**config.mk**
```make
export PLATFORM = sky130hd
export DESIGN_NAME = set_of_stacks_with_pop_at_flat
export DESIGN_NICKNAME = d
export VERILOG_FILES = /design/src/rtl/core/sosp_pkg.sv /design/src/rtl/core/sosp_if.sv /design/src/rtl/core/sosp_cell.sv /design/src/rtl/core/sosp_ctrl.sv /design/src/rtl/core/set_of_stacks_with_pop_at.sv /design/src/flat_wrapper.sv
export SDC_FILE = /design/constraint.sdc
export NUM_CORES = 2
export LEC_CHECK = 0
export BUFFER_PORTS_ARGS = -buffer_cell sky130_fd_sc_hd__buf_2
export CORE_ASPECT_RATIO = 1.4
export CORE_UTILIZATION = 35
export CTS_CLUSTER_SIZE = 20
export DETAILED_ROUTE_END_ITERATION = 10
export PLACE_DENSITY = 0.51
export REMOVE_ABC_BUFFERS = 1
export SLEW_MARGIN = 0
export SYNTH_ARGS = -nofsm -noshare
export SYNTH_HDL_FRONTEND = slang
export SYNTH_SLANG_ARGS = --single-unit
export TNS_END_PERCENT = 50
```
**constraint.sdc**
```tcl
create_clock -name clk -period 11.7 [get_ports clk]
set_clock_uncertainty 0.1 [all_clocks]
set_input_delay 2.34 -clock clk [delete_from_list [all_inputs] [get_ports clk]]
set_output_delay 2.34 -clock clk [all_outputs]
set_load 0.01 [all_outputs]
```
**src/rtl/core/sosp_pkg.sv**
```systemverilog
// Shared constants, codes and types of the set-of-stacks block.
package sosp_pkg;

	// Fixed field widths of the channels
	localparam int CMD_W   = 2;
	localparam int DATA_W  = 32;
	localparam int IDX_W   = 6;
	localparam int LIM_W   = 7;
	localparam int COUNT_W = 7;
	localparam int STAT_W  = 2;

	// Defaults for the top-level parameters
	localparam int STORE_DEPTH_DEF = 64;
	localparam int VALUE_WIDTH_DEF = 32;

	// Reset value of the sub-stack limit register
	localparam logic [LIM_W-1:0] LIMIT_RESET = 7'd1;

	// Command codes
	localparam logic [CMD_W-1:0] CMD_PUSH   = 2'd0;
	localparam logic [CMD_W-1:0] CMD_POP    = 2'd1;
	localparam logic [CMD_W-1:0] CMD_POP_AT = 2'd2;
	localparam logic [CMD_W-1:0] CMD_PEEK   = 2'd3;

	// Status codes
	localparam logic [STAT_W-1:0] ST_OK    = 2'd0;
	localparam logic [STAT_W-1:0] ST_FULL  = 2'd1;
	localparam logic [STAT_W-1:0] ST_EMPTY = 2'd2;
	localparam logic [STAT_W-1:0] ST_RANGE = 2'd3;

	// Per-cycle control broadcast to every cell
	typedef struct packed {
		logic push;    // every cell takes its upper neighbor, cell 0 the new entry
		logic remove;  // cells at or below the removal point take their lower neighbor
	} cell_ctl_t;

endpackage

```
**src/rtl/core/sosp_if.sv**
```systemverilog
// Handshake channels of the set-of-stacks block: command, result and limit write.
interface sosp_cmd_if;
	logic                        valid;
	logic                        ready;
	logic [sosp_pkg::CMD_W-1:0]  command;
	logic [sosp_pkg::DATA_W-1:0] push_value;
	logic [sosp_pkg::IDX_W-1:0]  sub_stack_index;

	modport source (output valid, command, push_value, sub_stack_index, input ready);
	modport sink   (input valid, command, push_value, sub_stack_index, output ready);
endinterface

interface sosp_res_if;
	logic                         valid;
	logic                         ready;
	logic [sosp_pkg::DATA_W-1:0]  top_value;
	logic                         is_empty;
	logic [sosp_pkg::COUNT_W-1:0] entry_count;
	logic [sosp_pkg::STAT_W-1:0]  status;

	modport source (output valid, top_value, is_empty, entry_count, status, input ready);
	modport sink   (input valid, top_value, is_empty, entry_count, status, output ready);
endinterface

interface sosp_cfg_if;
	logic                       valid;
	logic                       ready;
	logic [sosp_pkg::LIM_W-1:0] sub_stack_limit;

	modport source (output valid, sub_stack_limit, input ready);
	modport sink   (input valid, sub_stack_limit, output ready);
endinterface

```
**src/rtl/core/sosp_cell.sv**
```systemverilog
// One storage cell of the stack chain, ordered from the top entry downward.
module sosp_cell #(
	parameter int INDEX       = 0,
	parameter int VALUE_WIDTH = sosp_pkg::VALUE_WIDTH_DEF,
	parameter int COUNT_WIDTH = 7
) (
	input  logic                    clk,
	input  sosp_pkg::cell_ctl_t     ctl,
	input  logic [COUNT_WIDTH-1:0]  shift_from,
	input  logic [VALUE_WIDTH-1:0]  upper_in,
	input  logic [VALUE_WIDTH-1:0]  lower_in,
	output logic [VALUE_WIDTH-1:0]  entry_q
);

	localparam logic [COUNT_WIDTH-1:0] POS = COUNT_WIDTH'(INDEX);

	// Push moves everything one place down; a removal closes the gap from below.
	always_ff @(posedge clk) begin
		if (ctl.push) begin
			entry_q <= upper_in;
		end else if (ctl.remove && (POS >= shift_from)) begin
			entry_q <= lower_in;
		end
	end

endmodule

```
**src/rtl/core/sosp_ctrl.sv**
```systemverilog
// Command decode, entry count, limit register and result register of the stack.
module sosp_ctrl #(
	parameter int STORE_DEPTH = sosp_pkg::STORE_DEPTH_DEF,
	parameter int VALUE_WIDTH = sosp_pkg::VALUE_WIDTH_DEF,
	localparam int CW = $clog2(STORE_DEPTH + 1)
) (
	input  logic                   clk,
	input  logic                   arst_n,
	sosp_cmd_if.sink               cmd,
	sosp_res_if.source             res,
	sosp_cfg_if.sink               cfg,
	output sosp_pkg::cell_ctl_t    ctl,
	output logic [CW-1:0]          shift_from,
	output logic [VALUE_WIDTH-1:0] push_entry,
	input  logic [VALUE_WIDTH-1:0] top_entry,
	input  logic [VALUE_WIDTH-1:0] second_entry
);

	localparam int PROD_W = sosp_pkg::IDX_W + sosp_pkg::LIM_W + 1;
	localparam int PW     = (PROD_W > CW) ? PROD_W : CW;
	localparam logic [CW-1:0] FULL_COUNT = CW'(STORE_DEPTH);

	logic [sosp_pkg::LIM_W-1:0]   limit_q;
	logic [CW-1:0]                count_q;
	logic                         res_valid_q;
	logic [sosp_pkg::DATA_W-1:0]  res_top_q;
	logic                         res_empty_q;
	logic [sosp_pkg::COUNT_W-1:0] res_count_q;
	logic [sosp_pkg::STAT_W-1:0]  res_status_q;

	logic                         accept;
	logic [sosp_pkg::LIM_W-1:0]   limit_eff;
	logic [PW-1:0]                sub_base;
	logic [PW-1:0]                sub_end;
	logic [PW-1:0]                count_x;
	logic                         in_range;
	logic [CW-1:0]                count_next;
	logic [sosp_pkg::STAT_W-1:0]  status_next;
	logic [VALUE_WIDTH-1:0]       top_next;

	assign cfg.ready = 1'b1;
	assign cmd.ready = !res_valid_q || res.ready;
	assign accept    = cmd.valid && cmd.ready;

	assign push_entry = VALUE_WIDTH'(signed'(cmd.push_value));

	// Sub-stack i spans [i*limit, (i+1)*limit); a limit of zero acts as one.
	assign limit_eff = (limit_q == '0) ? sosp_pkg::LIM_W'(1) : limit_q;
	assign sub_base  = PW'(cmd.sub_stack_index) * PW'(limit_eff);
	assign sub_end   = sub_base + PW'(limit_eff);
	assign count_x   = PW'(count_q);
	assign in_range  = sub_base < count_x;

	always_comb begin
		ctl         = '0;
		shift_from  = '0;
		count_next  = count_q;
		status_next = sosp_pkg::ST_OK;
		case (cmd.command)
			sosp_pkg::CMD_PUSH: begin
				if (count_q == FULL_COUNT) begin
					status_next = sosp_pkg::ST_FULL;
				end else begin
					ctl.push   = accept;
					count_next = count_q + CW'(1);
				end
			end
			sosp_pkg::CMD_POP: begin
				if (count_q == '0) begin
					status_next = sosp_pkg::ST_EMPTY;
				end else begin
					ctl.remove = accept;
					count_next = count_q - CW'(1);
				end
			end
			sosp_pkg::CMD_POP_AT: begin
				if (!in_range) begin
					status_next = sosp_pkg::ST_RANGE;
				end else begin
					ctl.remove = accept;
					count_next = count_q - CW'(1);
					// Depth from the top of the removed entry
					if (sub_end < count_x) begin
						shift_from = CW'(count_x - sub_end);
					end
				end
			end
			default: begin
			end
		endcase
	end

	always_comb begin
		if (ctl.push) begin
			top_next = push_entry;
		end else if (ctl.remove && (shift_from == '0)) begin
			top_next = second_entry;
		end else begin
			top_next = top_entry;
		end
	end

	always_ff @(posedge clk or negedge arst_n) begin
		if (!arst_n) begin
			limit_q     <= sosp_pkg::LIMIT_RESET;
			count_q     <= '0;
			res_valid_q <= 1'b0;
		end else begin
			if (cfg.valid) begin
				limit_q <= cfg.sub_stack_limit;
			end
			if (accept) begin
				count_q     <= count_next;
				res_valid_q <= 1'b1;
			end else if (res.ready) begin
				res_valid_q <= 1'b0;
			end
		end
	end

	always_ff @(posedge clk) begin
		if (accept) begin
			res_top_q    <= (count_next == '0) ? '1 : sosp_pkg::DATA_W'(signed'(top_next));
			res_empty_q  <= (count_next == '0);
			res_count_q  <= sosp_pkg::COUNT_W'(count_next);
			res_status_q <= status_next;
		end
	end

	assign res.valid       = res_valid_q;
	assign res.top_value   = res_top_q;
	assign res.is_empty    = res_empty_q;
	assign res.entry_count = res_count_q;
	assign res.status      = res_status_q;

	a_count_bound: assert property (@(posedge clk) disable iff (!arst_n)
		count_q <= FULL_COUNT)
		else $error("entry count beyond store depth");

	a_push_grows: assert property (@(posedge clk) disable iff (!arst_n)
		ctl.push |=> count_q == $past(count_q) + CW'(1))
		else $error("push did not add one entry");

	a_peek_holds: assert property (@(posedge clk) disable iff (!arst_n)
		(accept && cmd.command == sosp_pkg::CMD_PEEK) |=> $stable(count_q))
		else $error("peek changed the entry count");

	a_full_status: assert property (@(posedge clk) disable iff (!arst_n)
		(res_valid_q && res_status_q == sosp_pkg::ST_FULL)
			|-> res_count_q == sosp_pkg::COUNT_W'(FULL_COUNT))
		else $error("full status with room left");

	a_no_move_on_reject: assert property (@(posedge clk) disable iff (!arst_n)
		(status_next != sosp_pkg::ST_OK) |-> !ctl.push && !ctl.remove)
		else $error("cells moved on a refused command");

endmodule

```
**src/rtl/core/set_of_stacks_with_pop_at.sv**
```systemverilog
// Top level of the set-of-stacks block: control unit and the chain of storage cells.
// Set of stacks with pop-at, rollover form. The store is one flat stack cut into
// sub-stacks of sub_stack_limit entries (a limit of zero acts as one); commands are
// push, pop, pop-at a sub-stack index, and peek, and each accepted command item
// yields exactly one result item carrying the top entry (all ones when empty), an
// empty flag, the entry count and a status (ok, push refused full, pop on empty,
// index out of range). For each command, an item is accepted,
// all cells update at that edge, and the result sits in an output register, so a
// new command is taken in each cycle while the result side keeps up. The entries
// live in a row of STORE_DEPTH cells ordered from the top downward, so the top is
// always the first cell; push shifts the whole row down, and pop or pop-at closes
// the gap by pulling every cell at or below the removal point up from its lower
// neighbor in the same cycle. The pop-at position comes from one small
// index-by-limit product and a subtract against the count in the control unit.
// Write the limit only while no command is in flight. No clearing pass is needed
// after reset; cells beyond the count are never shown.
module set_of_stacks_with_pop_at #(
	parameter int STORE_DEPTH = sosp_pkg::STORE_DEPTH_DEF,
	parameter int VALUE_WIDTH = sosp_pkg::VALUE_WIDTH_DEF
) (
	input logic        clk,
	input logic        arst_n,
	sosp_cmd_if.sink   cmd,
	sosp_res_if.source res,
	sosp_cfg_if.sink   cfg
);

	localparam int CW = $clog2(STORE_DEPTH + 1);

	sosp_pkg::cell_ctl_t    ctl;
	logic [CW-1:0]          shift_from;
	logic [VALUE_WIDTH-1:0] push_entry;
	logic [VALUE_WIDTH-1:0] cell_q [STORE_DEPTH];

	// Decode commands, track the count and hold the result item
	sosp_ctrl #(
		.STORE_DEPTH (STORE_DEPTH),
		.VALUE_WIDTH (VALUE_WIDTH)
	) u_ctrl (
		.clk          (clk),
		.arst_n       (arst_n),
		.cmd          (cmd),
		.res          (res),
		.cfg          (cfg),
		.ctl          (ctl),
		.shift_from   (shift_from),
		.push_entry   (push_entry),
		.top_entry    (cell_q[0]),
		.second_entry (cell_q[1])
	);

	// Row of cells; cell 0 is the top of the stack
	for (genvar k = 0; k < STORE_DEPTH; k++) begin : g_cell
		logic [VALUE_WIDTH-1:0] upper;
		logic [VALUE_WIDTH-1:0] lower;

		// The top cell takes the pushed entry; the others take their upper neighbor.
		if (k == 0) begin : g_top
			assign upper = push_entry;
		end else begin : g_mid
			assign upper = cell_q[k-1];
		end

		// The bottom cell has nothing below it: hold its own entry.
		if (k == STORE_DEPTH - 1) begin : g_bottom
			assign lower = cell_q[k];
		end else begin : g_above
			assign lower = cell_q[k+1];
		end

		sosp_cell #(
			.INDEX       (k),
			.VALUE_WIDTH (VALUE_WIDTH),
			.COUNT_WIDTH (CW)
		) u_cell (
			.clk        (clk),
			.ctl        (ctl),
			.shift_from (shift_from),
			.upper_in   (upper),
			.lower_in   (lower),
			.entry_q    (cell_q[k])
		);
	end

endmodule

```
**src/flat_wrapper.sv**
```systemverilog
// flat-port wrapper written by rule: the top's interface ports become plain ports
module set_of_stacks_with_pop_at_flat 
#(
	parameter int STORE_DEPTH = sosp_pkg::STORE_DEPTH_DEF,
	parameter int VALUE_WIDTH = sosp_pkg::VALUE_WIDTH_DEF
)
  (clk, arst_n, cmd_valid, cmd_command, cmd_push_value, cmd_sub_stack_index, cmd_ready, res_valid, res_top_value, res_is_empty, res_entry_count, res_status, res_ready, cfg_valid, cfg_sub_stack_limit, cfg_ready);
  sosp_cmd_if cmd_i ();
  sosp_res_if res_i ();
  sosp_cfg_if cfg_i ();
  input logic clk;
  input logic arst_n;
  input wire logic [$bits(cmd_i.valid)-1:0] cmd_valid;
  input wire logic [$bits(cmd_i.command)-1:0] cmd_command;
  input wire logic [$bits(cmd_i.push_value)-1:0] cmd_push_value;
  input wire logic [$bits(cmd_i.sub_stack_index)-1:0] cmd_sub_stack_index;
  output wire logic [$bits(cmd_i.ready)-1:0] cmd_ready;
  output wire logic [$bits(res_i.valid)-1:0] res_valid;
  output wire logic [$bits(res_i.top_value)-1:0] res_top_value;
  output wire logic [$bits(res_i.is_empty)-1:0] res_is_empty;
  output wire logic [$bits(res_i.entry_count)-1:0] res_entry_count;
  output wire logic [$bits(res_i.status)-1:0] res_status;
  input wire logic [$bits(res_i.ready)-1:0] res_ready;
  input wire logic [$bits(cfg_i.valid)-1:0] cfg_valid;
  input wire logic [$bits(cfg_i.sub_stack_limit)-1:0] cfg_sub_stack_limit;
  output wire logic [$bits(cfg_i.ready)-1:0] cfg_ready;
  assign cmd_i.valid = cmd_valid;
  assign cmd_i.command = cmd_command;
  assign cmd_i.push_value = cmd_push_value;
  assign cmd_i.sub_stack_index = cmd_sub_stack_index;
  assign cmd_ready = cmd_i.ready;
  assign res_valid = res_i.valid;
  assign res_top_value = res_i.top_value;
  assign res_is_empty = res_i.is_empty;
  assign res_entry_count = res_i.entry_count;
  assign res_status = res_i.status;
  assign res_i.ready = res_ready;
  assign cfg_i.valid = cfg_valid;
  assign cfg_i.sub_stack_limit = cfg_sub_stack_limit;
  assign cfg_ready = cfg_i.ready;
  set_of_stacks_with_pop_at #(.STORE_DEPTH(STORE_DEPTH), .VALUE_WIDTH(VALUE_WIDTH)) u_core (.clk(clk), .arst_n(arst_n), .cmd(cmd_i), .res(res_i), .cfg(cfg_i));
endmodule
```
==> out/summary.txt <==
Cts hold-fix bufs -> 0
Worst vdd ir -> 0.0001239 V
Setup violators final -> 0
Worst Path Buf+Inv -> 4
Slowest stage cell on the critical path -> o32ai_1
Initial DRT Pass Iterations -> 5
Grt ovf -> 0
Hold slack -> 329.8 ps
Avg Inst Size Synth -> 9.908 um2
Share of layout cells above drive strength 1 -> 5.928%
Clock power frac -> 35.1%
Final setup TNS -> 0 ps
# resized after CTS -> 0
RSZ-0062 raised after global routing -> false
TritonCTS buffer count -> 217
ANT nets after route -> 0
Later-pin clock latency in the skew report -> 900 ps
HPWL Detailed -> 152.2 mm
Comb power frac -> 14.3%
Hold Vio Cnt, Final -> 0
Yosys reg bits -> 2105
Initial antenna violation count -> 1
Die Wd -> 436.0 um
Root Buffer Master -> clkbuf_16
Syn Std Cell Area -> 92300 um2
Syn Inst Count -> 9315
Critical path arrival -> 9970 ps
Maximum fanout along the worst path -> 18
Final GP Congestion -> 0.8070
Leading cell types in the layout, fill and taps excluded -> 6132 x nand2_1, 2090 x edfxtp_1, 219 x clkbuf_16
CP Class -> input port to flop
Clock slew at reported path FFs -> 60 ps
CP peak stage delay -> 950 ps
Core area -> 261700 um2
Slew margin rel. -> 18.98%
Final worst-path cycle share -> 81.34%
# rows -> 222
Critical Path Most Common Cell -> fa_1
DRT iter0 DRCs -> 4118
Top FF cell, synth -> edfxtp_1
Fin util -> 39.39%
Area growth from synthesis to layout -> 11.67%
Nets -> 9367
Asr flop ratio synth -> 0.7126%
Max-Cap Viols -> 0
Number of enable flip-flop cells after synthesis -> 2090
Sw Share -> 27.64%
P_leak -> 42.78 nW
CP required -> 12150 ps
Internal cell power -> 13.54 mW
Detailed Route WL -> 232.1 mm
Fmax -> 105.1 MHz
Worst setup EP type -> flop
Seq/Total Area, Yosys -> 68.41%
Synth area leaders -> edfxtp_1 68%, nand2_1 25%, clkbuf_1 1.9%, ha_1 0.72%, fa_1 0.50%
Clk sinks -> 2105
Hold Crit Class -> flop to flop
Overall Global Routing Usage -> 17.23%
Synth warnings -> 0
I/O pins -> 97
WL/cell -> 18.03 um
Post-synth cell types -> 76
CP cell instances -> buf_2 > and2_1 > fa_1 > fa_1 > inv_1 > fa_1 > inv_1 > ha_1 > a21oi_1 > o22ai_1 > a2111oi_2 > o211ai_1 > o32ai_1 > nand3_1 > a21oi_1 > nand2_1 > o21ai_4 > buf_4
DRC -> 0
Critical Path Start Type -> input port
First-pass GRT wire length -> 370.9 mm
Yosys top cell by area -> edfxtp_1
Flop pwr share -> 50.6%
Vias in the first global route -> 66810
Vias per cell -> 4.893
Commonest non-fill, non-tap cell in the layout -> nand2_1
Die footprint -> 265800 um2
Count of input and output buffers -> 95
Min Clock Period, post-route -> 9517 ps
Family with the most delay on the worst path -> compound AO/OA/AOI/OAI gates
Power Dens Cells -> 181.6 nW/um2
Fill cell count -> 26390
Post-synth top area share -> 68.00%
Final Max Tran Viols -> 0
Vias -> 62970
Worst slew pin tran -> 1215 ps
Largest net degree at the start of global routing -> 211
NetSw -> 5.172 mW
CTS max path bufs -> 4
Die height -> 609.6 um
Status -> finished clean
CTS tree -> done
Post-CTS setup buffers -> 0
CTS H-tree depth -> 4
Initial Utilization -> 35.27%
stage by stage:
step	power (mW)	instances	area [um2]	worst slack (ps)
final	18.71	12870	103100	2183
after global routing	19.54	12870	103100	1964
after CTS	18.97	12870	103100	2388
after detailed placement	12.36	12490	96630	1421
after global placement	12.35	12490	96630	1501
after floorplan	12.39	8821	90390	-187770
registers in the layout, summed over array words and instances (netlist names):
signal / flops
u_core.u_ctrl.res.top_value: 32
u_core.g_cell.u_cell.entry_q: 2048
u_core.u_ctrl.res.entry_count: 7
u_core.u_ctrl.res.valid: 1
u_core.u_ctrl.count_q: 7
u_core.u_ctrl.res.is_empty: 1
u_core.u_ctrl.res.status: 2
u_core.u_ctrl.limit_q: 7
final cells by class:
| cell class | instances | area, um2 | area share [%] |
|---|---|---|---|
| flip-flops and latches | 2105 | 63140 | 61.26 |
| inverters | 70 | 270.3 | 0.2622 |
| well taps | 3472 | 4344 | 4.215 |
| diodes | 1 | 2.502 | 0.002428 |
| multi-input cells | 6646 | 27460 | 26.65 |
| repair buffers | 199 | 1419 | 1.377 |
| clock buffers | 269 | 5668 | 5.499 |
| clock inverters | 107 | 760.7 | 0.7381 |
path summary, 6_finish.rpt:
path,start,to,slack (ps),cells after the start
min in group asynchronous,arst_n,u_core.u_ctrl.res.valid$_DFFE_PN0P_,1280,1
max in group asynchronous,arst_n,u_core.u_ctrl.limit_q[0]$_DFFE_PN1P_,9880,1
setup reg to reg,u_core.u_ctrl.limit_q[1]$_DFFE_PN0P_,u_core.g_cell[6].u_cell.entry_q[31]$_DFFE_PP_,2640,19
hold / removal,u_core.g_cell[62].u_cell.entry_q[11]$_DFFE_PP_,u_core.g_cell[63].u_cell.entry_q[11]$_DFFE_PP_,330,0
setup / recovery,cmd_sub_stack_index[5],u_core.g_cell[6].u_cell.entry_q[31]$_DFFE_PP_,2180,18
hold reg to reg,u_core.g_cell[62].u_cell.entry_q[11]$_DFFE_PP_,u_core.g_cell[63].u_cell.entry_q[11]$_DFFE_PP_,330,0
synthesized netlist by cell type, types with 23 or more instances:
| cell | n |
|---|---|
| ha_1 | 53 |
| and2_1 | 34 |
| fa_1 | 23 |
| o21ai_0 | 61 |
| nand3_1 | 50 |
| nand2_1 | 6133 |
| inv_1 | 68 |
| clkbuf_1 | 478 |
| o2111ai_1 | 31 |
| a21oi_1 | 45 |
| edfxtp_1 | 2090 |
| nor2_1 | 33 |
power groups by stage:
| stage | clock network (mW) | registers (mW) | logic [mW] |
|---|---|---|---|
| 6_report | 6.56 | 9.48 | 2.68 |
| 3_3_place_gp | 0 | 9.63 | 2.71 |
| 3_5_place_dp | 0 | 9.64 | 2.72 |
| 5_1_grt | 6.98 | 9.53 | 3.03 |
| 2_1_floorplan | 0 | 9.57 | 2.82 |
| 4_1_cts | 6.76 | 9.48 | 2.73 |
per-layer routing:
layer | vias up | share of wire [%] | wire [um] | track usage (%)
met5 | - | 0 | 0 | 0
met4 | 0 | 3.2 | 7441 | 5.691
met3 | 359 | 3.1 | 7284 | 1.964
met2 | 927 | 53 | 122600 | 31.79
met1 | 31530 | 41 | 94760 | 20.65
li1 | 30150 | - | - | -
kinds of logic after synthesis:
logic type | count (synthesis) | share of synthesized area [%]
AOI/OAI and AO/OA | 214 | 1.577
xor gates and xnor gates | 14 | 0.1329
adders and majority gates | 76 | 1.217
buffers and inverters | 564 | 2.352
DFF | 2105 | 68.41
muxes | 10 | 0.1193
other | 1 | 0.004063
and+or+nand+nor | 6331 | 26.19
Power figures use the tool's default switching activity.
